### config.mk
export PLATFORM = sky130hd
export DESIGN_NAME = cmvr_div
export DESIGN_NICKNAME = d
export VERILOG_FILES = /design/src/cmvr_pkg.sv /design/src/cmvr_div.sv
export SDC_FILE = /design/constraint.sdc
export NUM_CORES = 1
export LEC_CHECK = 0
export BUFFER_PORTS_ARGS = -buffer_cell sky130_fd_sc_hd__buf_2
export CORE_UTILIZATION = 25
export DETAILED_ROUTE_END_ITERATION = 10
export HOLD_SLACK_MARGIN = 0.1
export MAX_ROUTING_LAYER = met4
export PLACE_DENSITY = 0.46
export SLEW_MARGIN = 20
export SYNTH_ARGS = -nofsm -noshare
export SYNTH_HDL_FRONTEND = slang
export SYNTH_SLANG_ARGS = --single-unit
### constraint.sdc
create_clock -name clk -period 23.1 [get_ports clk]
set_input_delay 0 -clock clk [delete_from_list [all_inputs] [get_ports clk]]
set_output_delay 0 -clock clk [all_outputs]
set_load 0.05 [all_outputs]
### src/cmvr_pkg.sv
// ----------------------------------------------------------------------------
// cmvr_pkg
// Types and constants shared by the center-of-mass velocity removal unit.
// ----------------------------------------------------------------------------
package cmvr_pkg;

  localparam int MAX_ATOMS   = 64;
  localparam int STORE_DEPTH = 64;
  localparam int ADDR_W      = 6;
  localparam int CNT_W       = 7;

  localparam int MASS_W  = 24;
  localparam int VEL_W   = 32;
  localparam int PROD_W  = 57;
  localparam int MOM_W   = 64;
  localparam int TMASS_W = 30;

  localparam int DIV_STEPS  = 64;
  localparam int DIV_CNT_W  = 7;

  localparam int IQ_DEPTH = 4;
  localparam int IQ_PTR_W = 2;
  localparam int OQ_DEPTH = 4;
  localparam int OQ_PTR_W = 2;
  localparam int Q_CNT_W  = 3;

  localparam int RAM_W = 1 + 3 * VEL_W;

  typedef logic [2:0][VEL_W-1:0] vel3_t;
  typedef logic [2:0][MOM_W-1:0] mom3_t;

  typedef struct packed {
    logic [MASS_W-1:0]       mass;
    logic signed [VEL_W-1:0] vel_x;
    logic signed [VEL_W-1:0] vel_y;
    logic signed [VEL_W-1:0] vel_z;
    logic                    last_atom;
  } in_item_t;

  typedef struct packed {
    logic [ADDR_W-1:0]       atom_index;
    logic signed [VEL_W-1:0] out_vel_x;
    logic signed [VEL_W-1:0] out_vel_y;
    logic signed [VEL_W-1:0] out_vel_z;
    logic                    last_result;
    logic                    dropped_atoms;
  } out_item_t;

  // classified atom between front and back
  typedef struct packed {
    logic              stored;
    logic              last;
    logic [MASS_W-1:0] mass;
    vel3_t             vel;
  } iq_entry_t;

  typedef struct packed {
    logic  done;
    vel3_t quo;
  } div_res_t;

  typedef enum logic [2:0] {
    BK_LOAD,
    BK_FLUSH,
    BK_DIV_GO,
    BK_DIV_WAIT,
    BK_EMIT
  } back_state_t;

endpackage

### src/cmvr_div.sv
// ----------------------------------------------------------------------------
// cmvr_div
// Three-lane restoring divider: signed momentum over total mass, one quotient
// bit per lane per cycle, truncated toward zero.
// ----------------------------------------------------------------------------
module cmvr_div (
  input  logic                            clk,
  input  logic                            rst_n,
  input  logic                            start,
  input  cmvr_pkg::mom3_t                 num,
  input  logic [cmvr_pkg::TMASS_W-1:0]    den,
  output cmvr_pkg::div_res_t              res
);
  import cmvr_pkg::*;

  logic                        busy_r, done_r;
  logic [DIV_CNT_W-1:0]        step_r;
  logic [TMASS_W-1:0]          den_r;
  logic [2:0]                  neg_r;
  logic [2:0][MOM_W-1:0]       q_r, q_nxt, mag;
  logic [2:0][TMASS_W-1:0]     rem_r, rem_nxt;
  logic [2:0][TMASS_W:0]       trial;
  logic [2:0]                  ge;
  logic [2:0][VEL_W:0]         q33;
  vel3_t                       quo_r, quo_nxt;

  assign res.done = done_r;
  assign res.quo  = quo_r;

  always_comb begin
    for (int i = 0; i < 3; i++) begin
      mag[i]     = num[i][MOM_W-1] ? (~num[i] + 1'b1) : num[i];
      trial[i]   = {rem_r[i], q_r[i][MOM_W-1]};
      ge[i]      = (trial[i] >= {1'b0, den_r});
      rem_nxt[i] = ge[i] ? TMASS_W'(trial[i] - {1'b0, den_r}) : trial[i][TMASS_W-1:0];
      q_nxt[i]   = {q_r[i][MOM_W-2:0], ge[i]};
      q33[i]     = neg_r[i] ? (~q_r[i][VEL_W:0] + 1'b1) : q_r[i][VEL_W:0];
      quo_nxt[i] = q33[i][VEL_W-1:0];
    end
  end

  always_ff @(posedge clk) begin
    if (!rst_n) begin
      busy_r <= 1'b0;
      done_r <= 1'b0;
      step_r <= '0;
    end else begin
      done_r <= 1'b0;
      if (start) begin
        busy_r <= 1'b1;
        step_r <= '0;
      end else if (busy_r) begin
        if (step_r == DIV_CNT_W'(DIV_STEPS)) begin
          busy_r <= 1'b0;
          done_r <= 1'b1;
        end else begin
          step_r <= step_r + 1'b1;
        end
      end
    end
  end

  always_ff @(posedge clk) begin
    if (start) begin
      den_r <= den;
      for (int i = 0; i < 3; i++) begin
        neg_r[i] <= num[i][MOM_W-1];
        q_r[i]   <= mag[i];
        rem_r[i] <= '0;
      end
    end else if (busy_r) begin
      if (step_r == DIV_CNT_W'(DIV_STEPS)) begin
        quo_r <= quo_nxt;
      end else begin
        q_r   <= q_nxt;
        rem_r <= rem_nxt;
      end
    end
  end

endmodule

==> results.sh <==
export IMPL_final_hold_viol_count=0
export IMPL_antenna_found_initial=8
export IMPL_cp_arrival_ns=4.90
export IMPL_drv_slew=0
export IMPL_cts_root_buf="clkbuf_16"
export IMPL_drive_gt1_frac=0.140
export IMPL_critPathSlowestCell="dlygate4sd3_1"
export IMPL_numCtsBuffers=55
export IMPL_synth_net_count=3060
export IMPL_cts_hold_buf=388
export IMPL_synth_edf_count=321
export IMPL_wl_um=82700
export IMPL_cts_clk_slew_worst_paths_ns=0.06
export IMPL_grt_pass1_vias=22700
export IMPL_cts_sinks=420
export IMPL_synth_warnings=0
export IMPL_ir_worst_vdd_mv=0.0528
export IMPL_gp_congestion=0.862
export IMPL_grt_max_degree=126
export IMPL_ios=322
export IMPL_setup_viol=0
export IMPL_drt_pass1_iter_count=5
export IMPL_hold_depth=2
export IMPL_fin_tns_setup_ns=0
export IMPL_crit_top_cell="o21ai_0"
export IMPL_worst_slew_pin_slew_ns=1.08
export IMPL_final_cell_mix="388 x dlygate4sd3_1, 321 x edfxtp_1, 320 x buf_2"
export IMPL_syn_inst=2731
export IMPL_clock_latency_ns=0.67
export IMPL_drv_cap=0
export IMPL_min_period_ns=4.49
export IMPL_outcome="finished clean"
export IMPL_synthArstFlopShare=0
export IMPL_hp_class="input pin to register"
export IMPL_crit_fanout=18
export IMPL_max_clock_path_buffers=3
export IMPL_coreArea_mm2=0.104
export IMPL_avgSynthCellArea_um2=9.57
export IMPL_fillCellCount=10800
export IMPL_critPathKind="register to register"
export IMPL_syn_area_mm2=0.0261
export IMPL_multi_input_area_mm2=0.0138
export IMPL_wl_per_cell_um=17.2
export IMPL_grt_pass1_wl_um=129000
export IMPL_synth_cell_types=73
export IMPL_rsz0062_at_grt="false"
export IMPL_endpoint_kind="register"
export IMPL_ant_nets=0
export IMPL_initial_core_util=0.252
export IMPL_die_w_um=325
export IMPL_layout_commonest_cell="dlygate4sd3_1"
export IMPL_via_count=23000
export IMPL_htreeDepth=2
export IMPL_max_freq_mhz=223
export IMPL_maxSlewHeadroom=0.277
export IMPL_cp_required_ns=23.51
export IMPL_post_cts_setup_buffers=0
export IMPL_cts_tree="built"
export IMPL_fin_worst_skew_ns=0.0678
export IMPL_first_iter_violations=1384
export IMPL_grt_ovfl_total=0
export IMPL_die_y_um=325
export IMPL_num_rows=118
export IMPL_fin_nets=3717
export IMPL_cts_resized=0
export IMPL_crit_path_start_kind="register"
export IMPL_ff_latch_area_mm2=0.0116
export IMPL_cp_slowest_stage_delay_ns=0.60
export IMPL_synth_flop_cell="edfxtp_1"
export IMPL_power_density_mw_per_mm2=60.3
export IMPL_p_leak_nw=13.0
export IMPL_crit_path_cell_trace="inv_1 -> ha_1 -> nor2b_1 -> o31a_1 -> o21ai_0 -> nand3_1 -> a221oi_1 -> o21ai_0 -> a41o_1 -> buf_4 -> nor2_1 -> a21oi_1 -> dlygate4sd3_1"
export IMPL_seq_area_frac_synth=0.444
export IMPL_via_per_inst=4.77
export IMPL_dpl_cell_count=4322
export IMPL_ff2ff_path_depth=13
export IMPL_stdcell_count=4816
export IMPL_area_delta_synth_final_pct=33.3
export IMPL_drc_errors=0
export IMPL_grt_use_total=0.157
export IMPL_synth_seq_cells=420
export IMPL_dp_hpwl_um=58500
export IMPL_die_area_mm2=0.106
export IMPL_period_share=0.194
export IMPL_numPortBuffers=321
[layer usage]
| layer | vias up | share of wire | GRT usage |
|---|---|---|---|
| li1 | 11400 | - | - |
| met1 | 10900 | 0.45 | 0.199 |
| met2 | 500 | 0.47 | 0.253 |
| met3 | 132 | 0.044 | 0.0231 |
| met4 | 0 | 0.033 | 0.0573 |
| met5 | - | 0 | - |
[stage by stage]
| step | area (um2) | setup slack [ns] | power (mW) | hold slack [ns] | util |
|---|---|---|---|---|---|
| after floorplan | 26100 | 14.40 | 1.10 | 0.0989 | - |
| after global placement | 29200 | 19.19 | 1.20 | 0.178 | 0.281 |
| after detailed placement | 29200 | 19.13 | 1.20 | 0.179 | 0.281 |
| after CTS | 34800 | 18.63 | 2.14 | 0.101 | 0.336 |
| after global routing | 34800 | 18.22 | 2.20 | 0.122 | 0.336 |
| final | 34800 | 18.61 | 2.10 | 0.132 | 0.336 |
[critical path, delay by kind of cell, from the launching register on]
| family | cells | cell delay [ns] |
|---|---|---|
| compound gates | 6 | 1.94 |
| buf+inv | 3 | 1.19 |
| simple gates | 3 | 0.44 |
| flops | 1 | 0.36 |
| fa+ha+maj | 1 | 0.30 |
[cell usage after synthesis (12+ instances only)]
cell type	instances	share of area
edfxtp_1	321	0.37
a21oi_1	268	0.051
nor2_1	256	0.037
o21ai_0	221	0.042
nand2_1	220	0.032
xor2_1	209	0.070
xnor2_1	144	0.048
clkbuf_1	117	0.017
ha_1	101	0.048
dfxtp_1	99	0.076
o31ai_1	76	0.022
inv_1	72	0.010
or3_1	47	0.011
nand3_1	46	0.0088
or4_1	39	0.011
o41ai_1	38	0.013
mux2i_1	37	0.014
a21o_1	35	0.010
nor3_1	35	0.0067
nand2b_1	29	0.0069
nand4_1	29	0.0069
a32oi_1	26	0.0087
nor4_1	22	0.0053
mux2_2	21	0.0090
nor2b_1	18	0.0043
a31oi_1	16	0.0038
a211oi_1	13	0.0037
and3_1	12	0.0029
o21a_1	12	0.0034
o21ai_1	12	0.0023
[power by group]
part           leakage [nW]  switching (mW)  internal (mW)  total [mW]
combinational          8.30           0.172          0.163       0.335
sequential             3.87          0.0365          0.879       0.915
clock                 0.873           0.362          0.490       0.853
total                  13.0           0.571           1.53        2.10
[kinds of logic after synthesis]
family	after synthesis	synth area share
xor+xnor	353	0.118
buf+inv	198	0.0286
fa+ha+maj	104	0.0506
mux	58	0.0232
simple gates	805	0.149
compound gates	793	0.186
flops	420	0.444
[flip-flops by register name, indices dropped and copies added (netlist names)]
register,flops
step_r,7
rem_r,90
q_r,3
neg_r,3
res,96
den_r,30
busy_r,1
q_nxt,189
done_r,1
[layout make-up]
class,instances,share of cell area
antenna,5,0.000359
timing repair buffer,725,0.162
multi-input combinational,2113,0.396
sequential,420,0.333
clock buffer,67,0.0414
clock inverter,33,0.00951
inverter,73,0.00808
tap,1380,0.0495
[final timing paths]
| kind | startpoint | end | slack (ns) |
|---|---|---|---|
| setup / recovery | den_r[1] | q_nxt[65] | 18.61 |
| hold / removal | den[23] | den_r[23] | 0.13 |
| setup reg to reg | den_r[1] | q_nxt[65] | 18.61 |
| hold reg to reg | rem_r[29] | rem_r[29] | 0.48 |
Note: power is estimated with default switching activity, not from simulation.
