## config.mk

```make
export PLATFORM = sky130hd
export DESIGN_NAME = cmvr_front
export DESIGN_NICKNAME = d
export VERILOG_FILES = /design/src/cmvr_pkg.sv /design/src/cmvr_front.sv
export SDC_FILE = /design/constraint.sdc
export NUM_CORES = 1
export LEC_CHECK = 0
export ABC_CLOCK_PERIOD_IN_PS = 4700
export BUFFER_PORTS_ARGS = -buffer_cell sky130_fd_sc_hd__buf_2
export CAP_MARGIN = 30
export CELL_PAD_IN_SITES_DETAIL_PLACEMENT = 1
export CELL_PAD_IN_SITES_GLOBAL_PLACEMENT = 1
export CORE_MARGIN = 1.5
export CORE_UTILIZATION = 50
export DETAILED_ROUTE_END_ITERATION = 12
export GPL_ROUTABILITY_DRIVEN = 0
export HOLD_SLACK_MARGIN = 0.08
export PLACE_DENSITY = 0.91
export SLEW_MARGIN = 20
export SYNTH_ARGS = -nofsm -noshare
export SYNTH_HDL_FRONTEND = slang
export SYNTH_SLANG_ARGS = --single-unit
```

## constraint.sdc

```tcl
create_clock -name clk -period 4.7 [get_ports clk]
set_clock_uncertainty 0.15 [all_clocks]
set_input_delay 0.47 -clock clk [delete_from_list [all_inputs] [get_ports clk]]
set_output_delay 0.47 -clock clk [all_outputs]
set_load 0.005 [all_outputs]
```

## src/cmvr_pkg.sv

```systemverilog
// ----------------------------------------------------------------------------
// cmvr_pkg
// Types and constants shared by the center-of-mass velocity removal unit.
// ----------------------------------------------------------------------------
package cmvr_pkg;

  localparam int MAX_ATOMS   = 64;
  localparam int STORE_DEPTH = 64;
  localparam int ADDR_W      = 6;
  localparam int CNT_W       = 7;

  localparam int MASS_W  = 24;
  localparam int VEL_W   = 32;
  localparam int PROD_W  = 57;
  localparam int MOM_W   = 64;
  localparam int TMASS_W = 30;

  localparam int DIV_STEPS  = 64;
  localparam int DIV_CNT_W  = 7;

  localparam int IQ_DEPTH = 4;
  localparam int IQ_PTR_W = 2;
  localparam int OQ_DEPTH = 4;
  localparam int OQ_PTR_W = 2;
  localparam int Q_CNT_W  = 3;

  localparam int RAM_W = 1 + 3 * VEL_W;

  typedef logic [2:0][VEL_W-1:0] vel3_t;
  typedef logic [2:0][MOM_W-1:0] mom3_t;

  typedef struct packed {
    logic [MASS_W-1:0]       mass;
    logic signed [VEL_W-1:0] vel_x;
    logic signed [VEL_W-1:0] vel_y;
    logic signed [VEL_W-1:0] vel_z;
    logic                    last_atom;
  } in_item_t;

  typedef struct packed {
    logic [ADDR_W-1:0]       atom_index;
    logic signed [VEL_W-1:0] out_vel_x;
    logic signed [VEL_W-1:0] out_vel_y;
    logic signed [VEL_W-1:0] out_vel_z;
    logic                    last_result;
    logic                    dropped_atoms;
  } out_item_t;

  // classified atom between front and back
  typedef struct packed {
    logic              stored;
    logic              last;
    logic [MASS_W-1:0] mass;
    vel3_t             vel;
  } iq_entry_t;

  typedef struct packed {
    logic  done;
    vel3_t quo;
  } div_res_t;

  typedef enum logic [2:0] {
    BK_LOAD,
    BK_FLUSH,
    BK_DIV_GO,
    BK_DIV_WAIT,
    BK_EMIT
  } back_state_t;

endpackage

```

## src/cmvr_front.sv

```systemverilog
// ----------------------------------------------------------------------------
// cmvr_front
// Accepts atoms, marks them stored or dropped, and queues them for the back.
// ----------------------------------------------------------------------------
module cmvr_front (
  input  logic                 clk,
  input  logic                 rst_n,
  input  logic                 in_push,
  output logic                 in_full,
  input  cmvr_pkg::in_item_t   in_item,
  input  logic                 iq_pop,
  output logic                 iq_vld,
  output cmvr_pkg::iq_entry_t  iq_entry
);
  import cmvr_pkg::*;

  logic [CNT_W-1:0]    fc_r, fc_nxt;
  logic [IQ_PTR_W-1:0] wp_r, rp_r;
  logic [Q_CNT_W-1:0]  occ_r, occ_nxt;
  iq_entry_t           mem_r [IQ_DEPTH];
  iq_entry_t           new_entry;
  logic                accept, pop;

  assign in_full  = (occ_r == Q_CNT_W'(IQ_DEPTH));
  assign iq_vld   = (occ_r != '0);
  assign accept   = in_push && !in_full;
  assign pop      = iq_pop && iq_vld;
  assign iq_entry = mem_r[rp_r];

  always_comb begin
    new_entry.stored = (fc_r < CNT_W'(MAX_ATOMS));
    new_entry.last   = in_item.last_atom;
    new_entry.mass   = in_item.mass;
    new_entry.vel    = {in_item.vel_z, in_item.vel_y, in_item.vel_x};
  end

  always_comb begin
    fc_nxt = fc_r;
    if (accept) begin
      if (in_item.last_atom) begin
        fc_nxt = '0;
      end else if (new_entry.stored) begin
        fc_nxt = fc_r + 1'b1;
      end
    end
    occ_nxt = occ_r + Q_CNT_W'(accept) - Q_CNT_W'(pop);
  end

  always_ff @(posedge clk) begin
    if (!rst_n) begin
      fc_r  <= '0;
      wp_r  <= '0;
      rp_r  <= '0;
      occ_r <= '0;
    end else begin
      fc_r  <= fc_nxt;
      occ_r <= occ_nxt;
      if (accept) begin
        wp_r <= wp_r + 1'b1;
      end
      if (pop) begin
        rp_r <= rp_r + 1'b1;
      end
    end
  end

  always_ff @(posedge clk) begin
    if (accept) begin
      mem_r[wp_r] <= new_entry;
    end
  end

endmodule

```

==> results of run 1 <==
==> final cells by class <==
cell class,instances,area share
repair buffers,381,0.1146
multi-input cells,186,0.1414
flip-flops and latches,504,0.6527
clock inverters,20,0.007686
well taps,468,0.02551
clock buffers,63,0.05663
diodes,2,0.0002180
inverters,8,0.001308
==> final timing paths <==
path | startpoint | end | depth (start not counted)
worst max-delay path | flop | iq_entry[95] | 3
worst max register to register | occ_r[1] | mem_r[1][101] | 3
worst min-delay path | rst_n | occ_r[1] | 2
worst min register to register | fc_r[3] | fc_r[3] | 2
==> sequential cells by signal, summed over array words and instances, names as in the netlist, named ones only <==
signal and cells:
rp_r 2, fc_r 7, wp_r 2, mem_r 488, occ_r 3
==> critical path, stage by stage (launching register included) <==
cell	delay, ps
dfxtp_4	720
buf_4	510
mux4_2	430
buf_2	170
==> report_power, final <==
part,switching (W),total (W),internal [W],leakage (nW)
combinational,0.00132,0.00260,0.00129,2.42
clock,0.00165,0.00375,0.00211,0.718
sequential,0.000190,0.00565,0.00546,4.59
total,0.00316,0.0120,0.00885,7.73
==> through the flow <==
stage	instance area (um2)	setup slack, ps	std cells	hold slack (ps)
finish	22950	1643	1632	129.5
CTS	22950	1636	1630	102.3
global route	22950	1557	1632	128.6
global placement	20260	2278	1426	325.8
floorplan	18440	505.2	729	313.5
detailed placement	20260	2247	1426	341.4
==> metal layers <==
metal	wire length (um)	GRT usage	up-vias
met5	12	0	-
met2	24420	0.4360	402
met4	1336	0.08412	2
met1	17120	0.3018	4854
li1	-	-	3904
met3	3392	0.06580	87
==> placed cells by master, fill, tap and decap left out, types with 5 or more instances in the layout <==
cell,instances
edfxtp_1,488
buf_2,248
mux4_2,122
dlygate4sd3_1,121
clkbuf_16,50
dfxtp_1,14
clkbuf_1,13
clkinv_1,11
inv_1,8
and2_1,7
ha_1,7
buf_12,7
nand2_1,6
nor2_1,6
buf_4,5
==> cells by family after synthesis <==
family                     after synthesis  share of synthesized area
adders and majority gates                8                   0.005836
xor gates and xnor gates                 7                   0.003325
muxes                                  123                     0.1498
and+or+nand+nor                         40                    0.01289
DFF                                    504                     0.8122
buffers and inverters                   39                    0.01289
AOI/OAI and AO/OA                        8                   0.003054
==> results.md, run 1 <==
* Routed length per placed instance at 28.36 um
* Flop and latch count out of synthesis at 504
* Die extent in x at 195.0 um
* Number of global-route vias before repair at 10.29k
* Via density at 5.667
* Slew Viols, Final at 0
* PwrDens at 523.2 mW/mm2
* Req. time, crit path at 4080 ps
* Layout cell share with drive strength beyond 1 at 0.3907
* Max clock buf depth at 3
* Most frequent cell after synthesis: edfxtp_1
* Mapped cell area at 0.01844 mm2
* Peak Freq at 327.1 MHz
* GRT Overall Usage at 0.2492
* CTS buffer count at 49
* Num rows at 70
* Post-synth net total at 862
* Via count at 9249
* Die height at 195.0 um
* CP max FO at 36
* Register area at 0.01498 mm2
* Clock H-tree levels at 2
* Post-cts hold buffer count at 121
* CORE AREA at 0.03643 mm2
* Root Driver: clkbuf_16
* Final Hold Vio Count at 0
* # fillers at 3045
* Multi-input gate area at 0.003246 mm2
* Distinct cells, synth at 35
* Final nets at 1263
* Synthesized area per cell at 25.29 um2
* Run status: completed
* EDFF count, synth at 488
* Area grow syn2layout at 24.50%
* Post-CTS setup buffer count at 0
* Total Power at 0.01201 W
* Post-synth top cells: edfxtp_1, mux4_2, dfxtp_1, buf_2, buf_6
* Sequential element share of the synthesized area at 0.8122
* Residual DRC at 0
* First-pass GRT wire length at 68210 um
* Largest net degree at the start of global routing at 65
* Crit Path Class: reg -> out
* Clock tree sinks at 504
* IR drop worst, VDD at 0.4512 mV
* Startpoint Class: flop
* Max Cap Viol at 0
* Worst R2R Setup Slack at 2300 ps
* TritonCTS clock tree: done
* Final number of setup-violating endpoints at 0
* Synth Flop Type: edfxtp_1
* Hold/Removal Path Class: in -> reg
* CP endpoint kind: primary output
* Post-CTS Resized at 0
* Leak Pwr at 7.728 nW
* Antenna violations before repair at 3
* Final Critical Period at 3057 ps
* Drt first pass iters at 5
* Port bufs at 248
* Yosys top cell by area: edfxtp_1
* Remaining global-route overflow at 0
* Post-Route Setup TNS at 0 ps
* Post-Syn Instances at 729
* Clock transition at path regs at 60 ps
* Critical Path AT at 2440 ps
* Post-route ant nets at 0
* Fin util at 0.6300
* DRC marker count from the first detailed-route iteration at 712
* Worst-Skew Late Latency at 570 ps
* RSZ-0062 raised after global routing: false
* Slew HR at 0.5004
* Area contributors post-synth: edfxtp_1, mux4_2, dfxtp_1, buf_6, ha_1
* Initial core utilization at 0.5060
* Slew @ Worst Pin at 749.3 ps
* Top cell type's share of synthesized area at 0.7948
* Post-synth ARST share at 0
* Post-Route WL at 46280 um
* Synth Warn # at 0
* Die area at 0.03804 mm2
* Fin crit share at 0.6505
* I/O pin total at 249
* DP Wirelength at 24870 um
Power figures use the tool's default switching activity.
==> run 2: changes to the inputs <==
--- a/config.mk
+++ b/config.mk
@@ -5,17 +5,17 @@
 export SDC_FILE = /design/constraint.sdc
 export NUM_CORES = 1
 export LEC_CHECK = 0
-export ABC_CLOCK_PERIOD_IN_PS = 4700
+export ABC_CLOCK_PERIOD_IN_PS = 2800
 export BUFFER_PORTS_ARGS = -buffer_cell sky130_fd_sc_hd__buf_2
 export CAP_MARGIN = 30
 export CELL_PAD_IN_SITES_DETAIL_PLACEMENT = 1
 export CELL_PAD_IN_SITES_GLOBAL_PLACEMENT = 1
 export CORE_MARGIN = 1.5
-export CORE_UTILIZATION = 50
+export CORE_UTILIZATION = 45
 export DETAILED_ROUTE_END_ITERATION = 12
 export GPL_ROUTABILITY_DRIVEN = 0
 export HOLD_SLACK_MARGIN = 0.08
-export PLACE_DENSITY = 0.91
+export PLACE_DENSITY = 0.87
 export SLEW_MARGIN = 20
 export SYNTH_ARGS = -nofsm -noshare
 export SYNTH_HDL_FRONTEND = slang
==> constraint.sdc (replaced) <==
create_clock -name clk -period 2.8 [get_ports clk]
set_clock_uncertainty 0.15 [all_clocks]
set_input_delay 0.28 -clock clk [delete_from_list [all_inputs] [get_ports clk]]
set_output_delay 0.28 -clock clk [all_outputs]
set_load 0.005 [all_outputs]
==> run 2 against run 1 <==
Combinational power grew 72%. Routed wire length fell by 11%. Power up 75%. Critical path depth did not move. Core utilization shrank 4.3 points. Sequential share of layout area shrank 1.6 points. Worst setup slack worse by 1400 ps. Die area is 11% higher. Count of clock-buffer cells in the layout down 3. Hold slack worse by 12 ps. Final cell count up 5.2%.
==> results.md, run 2 (synthesis gave the netlist of run 1 again) <==
* Most common cell after layout, fill and taps aside: edfxtp_1
* Layout cell share with drive strength beyond 1 at 0.4045
* Final Critical Period at 2565 ps
* IR drop worst, VDD at 0.5986 mV
* Post-cts hold buffer count at 124
* I/O pin total at 249
* Final cell count without fillers at 1717
* Final number of setup-violating endpoints at 0
* Die height at 205.4 um
* Number of global-route vias before repair at 10.21k
* Area grow syn2layout at 27.68%
* Fin util at 0.5871
* Critical Path AT at 2140 ps
* Number of flip-flops in the largest register at 488
* Startpoint Class: flop
* Die extent in x at 205.4 um
* Crit Path Class: reg -> out
* Leak Pwr at 7.971 nW
* WL met3 at 2297 um
* DRC marker count from the first detailed-route iteration at 557
* Hold Crit Depth at 4
* Remaining global-route overflow at 0
* CP endpoint kind: primary output
* Clock power frac at 0.340
* Internal at 0.01582 W
* Initial core utilization at 0.4598
* Post-CTS setup buffer count at 0
* Hold_sp: iq_pop
* Total Power at 0.02104 W
* Clock H-tree levels at 2
* Highest-count cells in the layout ignoring fill and taps: edfxtp_1, buf_2, dlygate4sd3_1
* Post-route ant nets at 0
* TritonCTS clock tree: done
* Peak Freq at 389.8 MHz
* CTS buffer count at 52
* RSZ-0062 raised after global routing: false
* Slew Viols, Final at 0
* Hold_ws at 117.1 ps
* PwrDens at 893.9 mW/mm2
* Slew @ Worst Pin at 688.3 ps
* First-pass GRT wire length at 62240 um
* FF-to-FF path depth at 8
* Post-Route Setup TNS at 0 ps
* Reg with most FFs: mem_r
* Max clock buf depth at 3
* Largest net degree at the start of global routing at 79
* Final nets at 1278
* Reg power frac at 0.447
* Fin crit share at 0.9162
* Die area at 0.04220 mm2
* Switch Pwr at 0.005229 W
* Slew HR at 0.5412
* Run status: completed
* Post-Route WL at 41340 um
* Antenna violations before repair at 3
* Via density at 5.248
* Req. time, crit path at 2370 ps
* CORE AREA at 0.04010 mm2
* Num rows at 73
* Met1 Routed Length at 16170 um
* Routed length per placed instance at 24.08 um
* Largest regs: mem_r x488, fc_r x7, occ_r x3
* Via count at 9011
* Net Sw Frac at 0.2485
* CP max FO at 41
* Hold/Removal Path Class: in -> reg
* GRT Overall Usage at 0.2013
* Clock transition at path regs at 60 ps
* DP Wirelength at 24600 um
* Post-Place Cells at 1492
* Residual DRC at 0
* Root Driver: clkbuf_16
* Uppermost layer routed: met4
* Drt first pass iters at 4
* Worst-Skew Late Latency at 580 ps
* RR Startpoint: occ_r[2]
* Post-CTS Resized at 0
* Final Hold Vio Count at 0
* Met2 WL post-DR at 21770 um
* Port bufs at 248
* Gate power share at 0.212
* Clock tree sinks at 504
* Max Cap Viol at 0
run 2: path summary, 6_finish.rpt:
check             slack (ps)           end
hold reg to reg          370       fc_r[1]
setup / recovery         230  iq_entry[96]
setup reg to reg         410      occ_r[2]
hold / removal           120          flop
run 2: area by class of cell:
type	instances	area, um2
Multi-Input combinational cell	186	3246
Fill cell	3445	16560
Clock inverter	38	439.2
Antenna cell	3	7.507
Inverter	8	30.03
Clock buffer	60	1353
Tap cell	525	656.9
Sequential cell	504	14980
Timing Repair Buffer	393	2828
run 2: power by group through the flow:
stage	Sequential, W	Combinational (W)	Clock, W
finish	0.00942	0.00446	0.00717
global route	0.00948	0.00483	0.00756
CTS	0.00942	0.00456	0.00733
detailed placement	0.00956	0.00437	0
global placement	0.00946	0.00427	0
floorplan	0.00946	0.00260	0
run 2: metal layers:
| layer | global-route usage | vias up |
|---|---|---|
| li1 | - | 3956 |
| met1 | 0.2456 | 4695 |
| met2 | 0.3545 | 286 |
| met3 | 0.04387 | 74 |
| met4 | 0.07013 | 0 |
| met5 | 0 | - |
run 2: per-stage QoR:
step | instance area, um2 | worst slack, ps
after floorplan | 18440 | -11.33
after global placement | 20500 | 527.0
after detailed placement | 20500 | 452.8
after CTS | 23530 | 164.9
after global routing | 23540 | 129.5
final | 23540 | 234.6
run 2: critical path, stage by stage, from the launching register on:
cell and delay (ps):
dfxtp_4 450, buf_12 340, mux4_2 590, buf_2 160
